### config.mk
export PLATFORM = sky130hd
export DESIGN_NAME = pid_controller_feedforward_clamp
export DESIGN_NICKNAME = d
export VERILOG_FILES = /design/src/hdl/pidc_pkg.sv /design/src/hdl/pidc_mul.sv /design/src/hdl/pidc_div.sv /design/src/hdl/pid_controller_feedforward_clamp.sv
export SDC_FILE = /design/constraint.sdc
export NUM_CORES = 2
export LEC_CHECK = 0
export BUFFER_PORTS_ARGS = -buffer_cell sky130_fd_sc_hd__buf_2
export CAP_MARGIN = 25
export CELL_PAD_IN_SITES_DETAIL_PLACEMENT = 0
export CELL_PAD_IN_SITES_GLOBAL_PLACEMENT = 1
export CORE_UTILIZATION = 35
export DETAILED_ROUTE_END_ITERATION = 10
export PLACE_DENSITY = 0.7
export SYNTH_ARGS = -nofsm -noshare
export SYNTH_HDL_FRONTEND = slang
export SYNTH_SLANG_ARGS = --single-unit
### constraint.sdc
create_clock -name clk_i -period 14.02 [get_ports clk_i]
set_input_delay 2.804 -clock clk_i [delete_from_list [all_inputs] [get_ports clk_i]]
set_output_delay 2.804 -clock clk_i [all_outputs]
set_load 0.01 [all_outputs]
### src/hdl/pidc_pkg.sv
`timescale 1ns / 1ps
// ----------------------------------------------------------------------------
// pidc_pkg
// Types and constants shared by the PID controller with feedforward block.
// ----------------------------------------------------------------------------
package pidc_pkg;

  localparam int unsigned DATA_W    = 32;
  localparam int unsigned CFG_IDX_W = 3;
  localparam int unsigned MUL_A_W   = 32;
  localparam int unsigned MUL_B_W   = 64;
  localparam int unsigned MUL_P_W   = MUL_A_W + MUL_B_W;
  localparam int unsigned DIV_N_W   = 33;
  localparam int unsigned DIV_D_W   = 32;
  localparam int unsigned TERM_MAG_W = 60;
  localparam int unsigned TERM_W     = TERM_MAG_W + 1;

  localparam logic [TERM_MAG_W-1:0] TERM_LIM = {TERM_MAG_W{1'b1}};
  localparam logic [DIV_D_W-1:0]    TICK_SCALE = 32'd1000;

  typedef enum logic [CFG_IDX_W-1:0] {
    REG_GAIN_PROP    = 3'd0,
    REG_GAIN_INTEG   = 3'd1,
    REG_GAIN_DERIV   = 3'd2,
    REG_FEED_FORWARD = 3'd3,
    REG_OUT_MIN      = 3'd4,
    REG_OUT_MAX      = 3'd5,
    REG_CLAMP_ENABLE = 3'd6
  } cfg_reg_e;

  typedef struct packed {
    logic signed [DATA_W-1:0] position;
    logic signed [DATA_W-1:0] target;
    logic        [DATA_W-1:0] timestamp_ms;
    logic                     restart;
  } in_item_t;

  typedef struct packed {
    logic signed [DATA_W-1:0] drive;
    logic                     limited;
  } out_item_t;

  typedef struct packed {
    logic               start;
    logic [MUL_A_W-1:0] mplier;
    logic [MUL_B_W-1:0] mcand;
  } mul_req_t;

  typedef struct packed {
    logic               busy;
    logic [MUL_P_W-1:0] prod;
  } mul_rsp_t;

  typedef struct packed {
    logic               start;
    logic [DIV_N_W-1:0] dividend;
    logic [DIV_D_W-1:0] divisor;
  } div_req_t;

  typedef struct packed {
    logic               busy;
    logic [DIV_N_W-1:0] quot;
  } div_rsp_t;

endpackage

### src/hdl/pidc_mul.sv
`timescale 1ns / 1ps
// ----------------------------------------------------------------------------
// pidc_mul
// Bit-serial unsigned shift-add multiplier, one multiplier bit per cycle.
// ----------------------------------------------------------------------------
module pidc_mul (
  input  logic              clk_i,
  input  logic              rst_ni,
  input  pidc_pkg::mul_req_t req_i,
  output pidc_pkg::mul_rsp_t rsp_o
);
  import pidc_pkg::*;

  localparam int unsigned CNT_W = $clog2(MUL_A_W);
  localparam logic [CNT_W-1:0] CNT_LAST = CNT_W'(MUL_A_W - 1);

  logic [MUL_P_W-1:0] prod_q, prod_d;
  logic [MUL_B_W-1:0] mcand_q;
  logic [CNT_W-1:0]   cnt_q;
  logic               busy_q;
  logic [MUL_B_W:0]   part;

  always_comb begin
    part   = {1'b0, prod_q[MUL_P_W-1:MUL_A_W]} + (prod_q[0] ? {1'b0, mcand_q} : '0);
    prod_d = {part, prod_q[MUL_A_W-1:1]};
  end

  always_ff @(posedge clk_i or negedge rst_ni) begin
    if (!rst_ni) begin
      busy_q <= 1'b0;
      cnt_q  <= '0;
    end else if (req_i.start) begin
      busy_q <= 1'b1;
      cnt_q  <= '0;
    end else if (busy_q) begin
      cnt_q <= cnt_q + 1'b1;
      if (cnt_q == CNT_LAST) busy_q <= 1'b0;
    end
  end

  always_ff @(posedge clk_i) begin
    if (req_i.start) begin
      prod_q  <= {{MUL_B_W{1'b0}}, req_i.mplier};
      mcand_q <= req_i.mcand;
    end else if (busy_q) begin
      prod_q <= prod_d;
    end
  end

  assign rsp_o.busy = busy_q;
  assign rsp_o.prod = prod_q;

endmodule

### src/hdl/pidc_div.sv
`timescale 1ns / 1ps
// ----------------------------------------------------------------------------
// pidc_div
// Restoring unsigned divider, one quotient bit per cycle.
// ----------------------------------------------------------------------------
module pidc_div (
  input  logic              clk_i,
  input  logic              rst_ni,
  input  pidc_pkg::div_req_t req_i,
  output pidc_pkg::div_rsp_t rsp_o
);
  import pidc_pkg::*;

  localparam int unsigned CNT_W = $clog2(DIV_N_W);
  localparam logic [CNT_W-1:0] CNT_LAST = CNT_W'(DIV_N_W - 1);

  logic [DIV_D_W-1:0] rem_q, div_q;
  logic [DIV_N_W-1:0] quo_q;
  logic [CNT_W-1:0]   cnt_q;
  logic               busy_q;
  logic [DIV_D_W:0]   sh, dif;
  logic               ge;

  always_comb begin
    sh  = {rem_q, quo_q[DIV_N_W-1]};
    dif = sh - {1'b0, div_q};
    ge  = sh >= {1'b0, div_q};
  end

  always_ff @(posedge clk_i or negedge rst_ni) begin
    if (!rst_ni) begin
      busy_q <= 1'b0;
      cnt_q  <= '0;
    end else if (req_i.start) begin
      busy_q <= 1'b1;
      cnt_q  <= '0;
    end else if (busy_q) begin
      cnt_q <= cnt_q + 1'b1;
      if (cnt_q == CNT_LAST) busy_q <= 1'b0;
    end
  end

  always_ff @(posedge clk_i) begin
    if (req_i.start) begin
      rem_q <= '0;
      quo_q <= req_i.dividend;
      div_q <= req_i.divisor;
    end else if (busy_q) begin
      rem_q <= ge ? dif[DIV_D_W-1:0] : sh[DIV_D_W-1:0];
      quo_q <= {quo_q[DIV_N_W-2:0], ge};
    end
  end

  assign rsp_o.busy = busy_q;
  assign rsp_o.quot = quo_q;

endmodule

### src/hdl/pid_controller_feedforward_clamp.sv
`timescale 1ns / 1ps
// ----------------------------------------------------------------------------
// pid_controller_feedforward_clamp
// Fixed-point PID controller with signed feedforward and output clamp.
// The serial multiplier forms four products in turn, the first in parallel
// with the serial divider, and so sets the time from input accept to result valid.
// A new item is taken only when idle, so one item is finished before the next is taken.
// Reset clears history, marks the next item as first and loads register defaults.
// ----------------------------------------------------------------------------
module pid_controller_feedforward_clamp #(
  parameter int unsigned FRAC_BITS   = 16,
  parameter int unsigned ACCUM_WIDTH = 48
) (
  input  logic                                clk_i,
  input  logic                                rst_ni,
  input  logic                                in_valid_i,
  output logic                                in_stall_o,
  input  pidc_pkg::in_item_t                  in_item_i,
  output logic                                out_valid_o,
  input  logic                                out_stall_i,
  output pidc_pkg::out_item_t                 out_item_o,
  input  logic                                cfg_we_i,
  input  logic [pidc_pkg::CFG_IDX_W-1:0]      cfg_idx_i,
  input  logic [pidc_pkg::DATA_W-1:0]         cfg_data_i
);
  import pidc_pkg::*;

  localparam int unsigned AW  = ACCUM_WIDTH;
  localparam int unsigned SW  = 66;
  localparam int unsigned RW  = 44;
  localparam logic signed [SW-1:0] AMAX = (SW'(1) <<< (AW - 1)) - SW'(1);
  localparam logic signed [SW-1:0] AMIN = -AMAX - SW'(1);

  typedef enum logic [3:0] {
    S_IDLE, S_PREP, S_RUN, S_INTEG, S_MP, S_MI, S_MD, S_SUM, S_OUT
  } state_e;

  state_e state_q;

  logic signed [DATA_W-1:0] kp_q, ki_q, kd_q, ff_q, omin_q, omax_q;
  logic                     clen_q;
  logic                     first_q;
  logic [DATA_W-1:0]        last_time_q;
  logic signed [DATA_W-1:0] last_err_q;
  logic signed [AW-1:0]     integ_q;

  in_item_t                 item_q;
  logic signed [DATA_W-1:0] e_q;
  logic                     de_neg_q, zdt_q, mneg_q, hit_q;
  logic signed [SW-2:0]     inc_q;
  logic signed [RW-1:0]     rate_q;
  logic signed [TERM_W-1:0] tp_q, ti_q, td_q;
  logic signed [63:0]       total_q;

  logic                     out_valid_q;
  out_item_t                out_q;

  mul_req_t mul_req;
  mul_rsp_t mul_rsp;
  div_req_t div_req;
  div_rsp_t div_rsp;

  logic signed [DATA_W:0]   diff;
  logic signed [DATA_W-1:0] e_c, le_c;
  logic                     hist;
  logic [DATA_W-1:0]        lt_c, elapsed, abs_e;
  logic signed [DATA_W:0]   de_c;
  logic [DATA_W:0]          abs_de;
  logic                     zdt_c;
  logic [MUL_B_W-1:0]       inc_mag;
  logic [RW-2:0]            rate_mag;
  logic signed [SW-1:0]     isum;
  logic signed [AW-1:0]     isat;
  logic [AW-1:0]            abs_integ;
  logic [MUL_P_W-1:0]       tshift;
  logic                     tsat;
  logic [TERM_MAG_W-1:0]    tmag;
  logic signed [TERM_W-1:0] term_c;
  logic [DATA_W:0]          abs_ff;
  logic signed [DATA_W+1:0] kf;
  logic signed [DATA_W-1:0] v_c;
  logic                     vhit;

  function automatic logic [DATA_W-1:0] mag32(input logic signed [DATA_W-1:0] x);
    return x[DATA_W-1] ? DATA_W'(-x) : DATA_W'(x);
  endfunction

  pidc_mul u_mul (.clk_i, .rst_ni, .req_i(mul_req), .rsp_o(mul_rsp));
  pidc_div u_div (.clk_i, .rst_ni, .req_i(div_req), .rsp_o(div_rsp));

  always_comb begin
    diff = {item_q.target[DATA_W-1], item_q.target}
         - {item_q.position[DATA_W-1], item_q.position};
    if (diff[DATA_W] != diff[DATA_W-1])
      e_c = diff[DATA_W] ? {1'b1, {(DATA_W-1){1'b0}}} : {1'b0, {(DATA_W-1){1'b1}}};
    else
      e_c = diff[DATA_W-1:0];
    hist    = item_q.restart | first_q;
    lt_c    = hist ? item_q.timestamp_ms : last_time_q;
    le_c    = hist ? e_c : last_err_q;
    elapsed = item_q.timestamp_ms - lt_c;
    zdt_c   = elapsed == '0;
    de_c    = {e_c[DATA_W-1], e_c} - {le_c[DATA_W-1], le_c};
    abs_e   = mag32(e_c);
    abs_de  = de_c[DATA_W] ? (DATA_W+1)'(-de_c) : (DATA_W+1)'(de_c);

    inc_mag  = zdt_q ? MUL_B_W'(div_rsp.quot) : mul_rsp.prod[MUL_B_W-1:0];
    rate_mag = zdt_q ? mul_rsp.prod[RW-2:0] : (RW-1)'(div_rsp.quot);

    isum = SW'(integ_q) + SW'(inc_q);
    if (isum > AMAX)      isat = AW'(AMAX);
    else if (isum < AMIN) isat = AW'(AMIN);
    else                  isat = AW'(isum);
    abs_integ = integ_q[AW-1] ? AW'(-integ_q) : AW'(integ_q);

    tshift = mul_rsp.prod >> FRAC_BITS;
    tsat   = |tshift[MUL_P_W-1:TERM_MAG_W];
    tmag   = tsat ? TERM_LIM : tshift[TERM_MAG_W-1:0];
    term_c = mneg_q ? -$signed({1'b0, tmag}) : $signed({1'b0, tmag});

    abs_ff = ff_q[DATA_W-1] ? (DATA_W+1)'(-ff_q) : (DATA_W+1)'(ff_q);
    kf     = e_q[DATA_W-1] ? -$signed({1'b0, abs_ff}) : $signed({1'b0, abs_ff});

    vhit = 1'b0;
    if (total_q > 64'sh7FFFFFFF) begin
      v_c = {1'b0, {(DATA_W-1){1'b1}}};
      vhit = 1'b1;
    end else if (total_q < -64'sh80000000) begin
      v_c = {1'b1, {(DATA_W-1){1'b0}}};
      vhit = 1'b1;
    end else begin
      v_c = DATA_W'(total_q);
    end
    if (clen_q) begin
      if (v_c > omax_q) begin
        v_c = omax_q;
        vhit = 1'b1;
      end else if (v_c < omin_q) begin
        v_c = omin_q;
        vhit = 1'b1;
      end
    end
  end

  always_comb begin
    mul_req = '0;
    div_req = '0;
    case (state_q)
      S_PREP: begin
        mul_req.start    = 1'b1;
        mul_req.mplier   = zdt_c ? TICK_SCALE : elapsed;
        mul_req.mcand    = zdt_c ? MUL_B_W'(abs_de) : MUL_B_W'(abs_e);
        div_req.start    = 1'b1;
        div_req.dividend = zdt_c ? DIV_N_W'(abs_e) : DIV_N_W'(abs_de);
        div_req.divisor  = zdt_c ? TICK_SCALE : elapsed;
      end
      S_INTEG: begin
        mul_req.start  = 1'b1;
        mul_req.mplier = mag32(kp_q);
        mul_req.mcand  = MUL_B_W'(mag32(e_q));
      end
      S_MP: begin
        mul_req.start  = !mul_rsp.busy;
        mul_req.mplier = mag32(ki_q);
        mul_req.mcand  = MUL_B_W'(abs_integ);
      end
      S_MI: begin
        mul_req.start  = !mul_rsp.busy;
        mul_req.mplier = mag32(kd_q);
        mul_req.mcand  = MUL_B_W'(rate_q[RW-1] ? RW'(-rate_q) : RW'(rate_q));
      end
      default: ;
    endcase
  end

  always_ff @(posedge clk_i or negedge rst_ni) begin
    if (!rst_ni) begin
      state_q     <= S_IDLE;
      kp_q        <= '0;
      ki_q        <= '0;
      kd_q        <= '0;
      ff_q        <= '0;
      omin_q      <= {1'b1, {(DATA_W-1){1'b0}}};
      omax_q      <= {1'b0, {(DATA_W-1){1'b1}}};
      clen_q      <= 1'b0;
      first_q     <= 1'b1;
      last_time_q <= '0;
      last_err_q  <= '0;
      integ_q     <= '0;
      out_valid_q <= 1'b0;
    end else begin
      if (cfg_we_i) begin
        case (cfg_reg_e'(cfg_idx_i))
          REG_GAIN_PROP:    kp_q   <= cfg_data_i;
          REG_GAIN_INTEG:   ki_q   <= cfg_data_i;
          REG_GAIN_DERIV:   kd_q   <= cfg_data_i;
          REG_FEED_FORWARD: ff_q   <= cfg_data_i;
          REG_OUT_MIN:      omin_q <= cfg_data_i;
          REG_OUT_MAX:      omax_q <= cfg_data_i;
          REG_CLAMP_ENABLE: clen_q <= cfg_data_i[0];
          default: ;
        endcase
      end
      if (out_valid_q && !out_stall_i && state_q != S_OUT) out_valid_q <= 1'b0;
      case (state_q)
        S_IDLE: begin
          if (in_valid_i) begin
            item_q  <= in_item_i;
            hit_q   <= 1'b0;
            state_q <= S_PREP;
          end
        end
        S_PREP: begin
          e_q         <= e_c;
          de_neg_q    <= de_c[DATA_W];
          zdt_q       <= zdt_c;
          first_q     <= 1'b0;
          last_time_q <= item_q.timestamp_ms;
          last_err_q  <= e_c;
          if (hist) integ_q <= '0;
          state_q     <= S_RUN;
        end
        S_RUN: begin
          if (!mul_rsp.busy && !div_rsp.busy) begin
            inc_q   <= e_q[DATA_W-1] ? -$signed({1'b0, inc_mag}) : $signed({1'b0, inc_mag});
            rate_q  <= de_neg_q ? -$signed({1'b0, rate_mag}) : $signed({1'b0, rate_mag});
            state_q <= S_INTEG;
          end
        end
        S_INTEG: begin
          integ_q <= isat;
          mneg_q  <= kp_q[DATA_W-1] ^ e_q[DATA_W-1];
          state_q <= S_MP;
        end
        S_MP: begin
          if (!mul_rsp.busy) begin
            tp_q    <= term_c;
            hit_q   <= hit_q | tsat;
            mneg_q  <= ki_q[DATA_W-1] ^ integ_q[AW-1];
            state_q <= S_MI;
          end
        end
        S_MI: begin
          if (!mul_rsp.busy) begin
            ti_q    <= term_c;
            hit_q   <= hit_q | tsat;
            mneg_q  <= kd_q[DATA_W-1] ^ rate_q[RW-1];
            state_q <= S_MD;
          end
        end
        S_MD: begin
          if (!mul_rsp.busy) begin
            td_q    <= term_c;
            hit_q   <= hit_q | tsat;
            state_q <= S_SUM;
          end
        end
        S_SUM: begin
          total_q <= 64'(tp_q) + 64'(ti_q) + 64'(td_q) + 64'(kf);
          state_q <= S_OUT;
        end
        S_OUT: begin
          if (!out_valid_q || !out_stall_i) begin
            out_q.drive   <= v_c;
            out_q.limited <= hit_q | vhit;
            out_valid_q   <= 1'b1;
            state_q       <= S_IDLE;
          end
        end
        default: state_q <= S_IDLE;
      endcase
    end
  end

  assign in_stall_o  = state_q != S_IDLE;
  assign out_valid_o = out_valid_q;
  assign out_item_o  = out_q;

endmodule

**Yosys cells after proc, flatten, opt, wreduce, memory -nomap -nowiden**

Index checks and enable logic that the tools add are counted.

- Bitwise operators: 7
- $mul: 0
- Reductions and logical operators: 38
- Shift-type cells: 0
- Add/sub/neg operators: 24
- Eq/ne operators: 26
- Div/mod/pow operators: 0
- Mux-type cells: 71
- Magnitude comparators: 7

Operators by type and width:

| cell | count |
|---|---|
| 32-bit two-way mux | 18 |
| 97-bit case mux with 4 select lines | 1 |
| 64-bit two-way mux | 4 |
| 33-bit two-way mux | 6 |
| 48-bit two-way mux | 4 |
| 32-bit negator | 5 |
| 48-bit case mux with 2 select lines | 1 |
| 43-bit two-way mux | 2 |
| 48-bit by 65-bit adder with 66-bit output | 1 |
| 66-bit by 48-bit greater-than comparator with 1-bit output (second input constant) | 1 |
| 66-bit by 48-bit < comparator with 1-bit output (second input constant) | 1 |
| 66-bit two-way mux | 1 |
| 32-bit by 32-bit subtractor with 33-bit output | 2 |
| 64-bit by 64-bit adder with 65-bit output | 1 |
| 64-bit negator with 65-bit output | 1 |
| 63-bit by 34-bit adder with 64-bit output | 1 |
| 64-bit by 32-bit greater-than comparator with 1-bit output (second input constant) | 1 |
| 64-bit by 32-bit < comparator with 1-bit output (second input constant) | 1 |
| 32-bit subtractor | 2 |
| 62-bit by 61-bit adder with 63-bit output | 1 |
| 61-bit by 61-bit adder with 62-bit output | 1 |
| 61-bit two-way mux | 1 |
| 60-bit negator with 61-bit output | 1 |
| 60-bit two-way mux | 1 |
| other kinds (49) | 114 |

- Word-level logic and storage cells: 215
- Bits in latches: 0
- Register bits: 1103
- Input bits: 137
- Output and inout port bits: 35
- Memories kept: 0
- Bits in read-only memories: 0
- Memory bits (writable): 0

**Depth between registers and ports, before layout**

- Depth in word-level cells: 10
- Depth in mapped cells: 42
- Gate-level depth less buffers: 35

**Modules after synthesis**

From an unflattened synthesis, not the netlist that was laid out.

- Cell total of the unflattened synthesis: 8374
- Area, all modules: 78830.6 sq um

Modules (own cells, without submodules):

| module | seq. area each (sq um) | cells an instance | instances | area an instance (sq um) |
|---|---|---|---|---|
| pid_controller_feedforward_clamp | 23498.8 | 6759 | 1 | 62780.2 |
| pidc_mul | 4314.1 | 1029 | 1 | 10008.3 |
| pidc_div | 2767.7 | 586 | 1 | 6042.0 |

**Worst setup path before layout**

OpenSTA, ideal clock, no wires.

- Path kind: input -> register
- Start point: input port rst_ni
- End point: register inc_q[0] (enable)
- Library setup time: 0.844 ns
- Slack: 0.008 ns
- Stages on the path: 2
- Path buffers: 0
- Required time: 13.176 ns
- Arrival: 13.168 ns
- Path through: nand2_1 nor4_1

- Word-level cells in the longest chain between the ends: 1

Ends and longest elaborated chain:

| element | RTL line | source |
|---|---|---|
| from (decl) | pid_controller_feedforward_clamp.sv:15 | `input logic rst_ni,` |
| 3-bit AND reduction (no line) | n/a |  |
| to (signal assigned) | pid_controller_feedforward_clamp.sv:225 | `inc_q <= e_q[DATA_W-1] ? -$signed({1'b0, inc_mag}) : $signed({1'b0, inc_mag});` |
| to (decl) | pid_controller_feedforward_clamp.sv:50 | `logic signed [SW-2:0] inc_q;` |

No other way between the ends.
A chain may end at the register's enable or synchronous reset.

==> impl_metrics.env <==
export IMPL_drtAntennaViolNets=0
export IMPL_power_leakage_nw=34.6
export IMPL_vias=61400
export IMPL_grt_pass1_wl_mm=371
export IMPL_core_area_um2=216000
export IMPL_maxSlewViolCount=0
export IMPL_dpl_cell_area_um2=80100
export IMPL_crit_fanout=45
export IMPL_die_w_um=469
export IMPL_syn_to_final_growth_pct=11.0
export IMPL_cp_start_kind="register"
export IMPL_synth_ff_type="edfxtp_1"
export IMPL_min_period_over_period_pct=70.0
export IMPL_wl_per_cell_um=22.5
export IMPL_clock_root_buffer="clkbuf_16"
export IMPL_gp_congestion=0.938
export IMPL_dp_final_hpwl_mm=189
export IMPL_route_detailed_drc=0
export IMPL_cp_end_kind="register"
export IMPL_die_h_um=469
export IMPL_ctsLongestPathBuffers=3
export IMPL_holdWs_ns=0.473
export IMPL_synth_edf_count=668
export IMPL_intPower_mw=10.6
export IMPL_final_nets=8663
export IMPL_totalWireLength_mm=247
export IMPL_synth_distinct_cells=109
export IMPL_cts_hold_buf=0
export IMPL_grt_overflow=0
export IMPL_criticalPathCategory="reg2reg"
export IMPL_slew_headroom_pct=20.3
export IMPL_clkTransAtPathRegs_ns=0.06
export IMPL_floorplan_rows=170
export IMPL_switching_share_pct=46.4
export IMPL_postCtsSetupBuffers=0
export IMPL_syn_inst=7992
export IMPL_final_fill_count=21500
export IMPL_seq_area_frac_synth_pct=39.5
export IMPL_finalSetupTns_ns=0
export IMPL_async_flop_share_pct=29.8
export IMPL_firstDrtPassIters=7
export IMPL_grt_max_degree=147
export IMPL_cts_sinks=1088
export IMPL_ctsResizeCount=0
export IMPL_cpPeakStageDelay_ns=0.69
export IMPL_cp_required_ns=14.56
export IMPL_cts_buffers=130
export IMPL_max_cap_violations=0
export IMPL_antenna_found_initial=29
export IMPL_stdcell_area_um2=84600
export IMPL_grt_setup_unrepaired="no"
export IMPL_crit_family="compound AO/OA/AOI/OAI gates"
export IMPL_dp_worst_setup_slack_ns=4.30
export IMPL_seqPwrFrac_pct=27.9
export IMPL_synth_nets=8657
export IMPL_setup_ws_ns=4.20
export IMPL_hp_class="reg2reg"
export IMPL_combPwrFrac_pct=54.0
export IMPL_start_util_pct=35.4
export IMPL_htree_levels=4
export IMPL_finalHoldViolations=0
export IMPL_pwr_share_clk_pct=18.1
export IMPL_grt_pass1_vias=59600
export IMPL_dieArea_um2=220000
export IMPL_clock_fmax_mhz=102
export IMPL_yosysWarnings=0
export IMPL_fin_crit_ns=9.82
export IMPL_cp_arrival_ns=10.36
export IMPL_power_density_nw_per_um2=233
export IMPL_syn_cell_area_um2=76300
export IMPL_setup_viol=0
export IMPL_drive_gt1_share_pct=10.0
export IMPL_ys_ff_latch=1088
export IMPL_outcome="finished, final reports clean"
export IMPL_worst_pin_slew_ns=1.19
export IMPL_critical_path_most_common_cell="o21ai_0"
export IMPL_ir_worst_vdd_uv=144
export IMPL_grtUsageTotal_pct=22.1
export IMPL_vias_per_cell=5.61
export IMPL_worstSkewPairLatency_ns=0.81
export IMPL_portBuffers=171
export IMPL_cpMaxStageDelayCell="o41ai_1"
export IMPL_skew_ns=0.0404
export IMPL_io_pins=172
export IMPL_p_switching_mw=9.14
export IMPL_avgSynthCellArea_um2=9.54
export IMPL_cts_tree="yes"
export IMPL_drt_initial_drc_count=5111
export IMPL_path_buf_inv=3
state kept, by name, summed over array words and instances, names as in the netlist, 48 cells and up:
register / cells
total_q: 64
item_q: 97
tp_q: 61
ti_q: 61
td_q: 61
u_mul.mcand_q: 49
u_mul.prod_q: 96
integ_q: 48
inc_q: 65
area by class of cell:
class	count	area, um^2	area share, %
antenna	12	30.0	0.0355
clock buffer	164	3490	4.13
clock inverter	78	998	1.18
inverter	441	1670	1.97
multi-input combinational	6067	43100	50.9
sequential	1088	30100	35.6
tap	2838	3550	4.20
timing repair buffer	270	1670	1.97
cell usage after synthesis, drive strengths merged (23+ instances only):
| cell type | n | area (um^2) |
|---|---|---|
| nor3 | 202 | 1040 |
| dfxtp | 96 | 1920 |
| o21bai | 52 | 390 |
| or3 | 98 | 628 |
| o311ai | 32 | 280 |
| nand2b | 83 | 527 |
| nand4 | 80 | 500 |
| o21a | 74 | 556 |
| a211oi | 63 | 488 |
| a22oi | 49 | 368 |
| nor2b | 73 | 457 |
| edfxtp | 668 | 20100 |
| clkbuf | 333 | 1250 |
| nand3 | 127 | 636 |
| o41ai | 40 | 384 |
| dfrtp | 291 | 7280 |
| ha | 399 | 4990 |
| a21oi | 475 | 2380 |
| dfstp | 33 | 867 |
| and2 | 81 | 508 |
| mux2 | 171 | 1930 |
| or4 | 48 | 368 |
| a31oi | 69 | 432 |
| a22o | 33 | 289 |
| a21boi | 23 | 173 |
| inv | 437 | 1640 |
| o211ai | 30 | 230 |
| nand2 | 738 | 2770 |
| nor2 | 515 | 1930 |
| o21ai | 583 | 2930 |
| nor4 | 67 | 449 |
| or2 | 45 | 282 |
| xnor2 | 336 | 2940 |
| buf | 63 | 310 |
| and3 | 56 | 350 |
| mux2i | 209 | 2090 |
| o31ai | 106 | 801 |
| xor2 | 335 | 2930 |
| o22ai | 93 | 582 |
| a21o | 220 | 1650 |
| fa | 129 | 2580 |
metrics by stage:
stage                     power, mW  cells  utilization, %
after detailed placement       16.0  10700            37.1
final                          19.7  11000            39.2
after CTS                      19.7  10900            39.2
after floorplan                12.8   7992               -
after global routing           21.0  11000            39.2
after global placement         15.9  10700            37.1
final timing paths:
check / endpoint / from / slack (ns) / depth (start not counted)
worst min register to register: last_err_q[30] / last_err_q[30] / 0.47 / 2
max in group asynchronous: kp_q[29] / rst_ni / 9.76 / 4
worst min-delay path: last_err_q[30] / last_err_q[30] / 0.47 / 2
worst max-delay path: u_mul.mcand_q[11] / item_q[34] / 4.20 / 32
worst max register to register: u_mul.mcand_q[11] / item_q[34] / 4.20 / 32
min in group asynchronous: last_time_q[30] / rst_ni / 1.84 / 1
worst reg2reg max path, delay by kind of cell (launching register included):
kind	cells	cell delay, ns
compound gates	15	4.31
buf+inv	3	1.50
flops	1	0.40
mux	2	0.32
simple gates	7	1.88
fa+ha+maj	3	0.86
xor+xnor	2	0.26
cell usage in the layout (no fill, tap or decap), types with 64 or more instances in the layout:
cell type and n:
nand2_1 736, buf_2 171, a21o_1 218, nor2b_1 73, edfxtp_1 668, o21a_1 74, dfxtp_1 96, mux2_2 171
nand2b_1 81, or3_1 94, nor3_1 192, o31ai_1 103, nor2_1 509, nor4_1 64, mux2i_1 209, clkbuf_16 131
inv_1 434, nand4_1 80, xor2_1 335, fa_1 129, ha_1 399, nand3_1 126, a31oi_1 69, and2_1 80
o22ai_1 93, dfrtp_1 288, buf_4 91, o21ai_0 571, xnor2_1 336, a21oi_1 474
kinds of logic (layout without fill, tap and decap cells):
family | count (synthesis) | in the layout | share of synthesized area, %
and+or+nand+nor | 2323 | 2323 | 15.0
muxes | 380 | 380 | 5.27
AOI/OAI and AO/OA | 2165 | 2165 | 18.4
DFF | 1088 | 1088 | 39.5
buffers and inverters | 837 | 953 | 4.22
xor gates and xnor gates | 671 | 671 | 7.71
adders and majority gates | 528 | 528 | 9.93
other | 0 | 12 | 0
power groups by stage:
stage          registers, mW  clock network (mW)  logic, mW
2_1_floorplan           4.97                   0       7.86
3_3_place_gp            5.52                   0       10.4
3_5_place_dp            5.54                   0       10.5
4_1_cts                 5.48                3.64       10.6
5_1_grt                 5.57                3.76       11.7
6_report                5.50                3.56       10.6
routing by layer:
layer | vias to the layer above | part of all wire [%] | global-route usage (%)
met3 | 391 | 5.7 | 3.38
met4 | 2 | 4.4 | 9.44
met2 | 1835 | 46 | 35.9
met5 | - | 0.0053 | 0
met1 | 29900 | 44 | 29.0
li1 | 29300 | - | -
No activity file was read; power rests on OpenSTA's default activity.
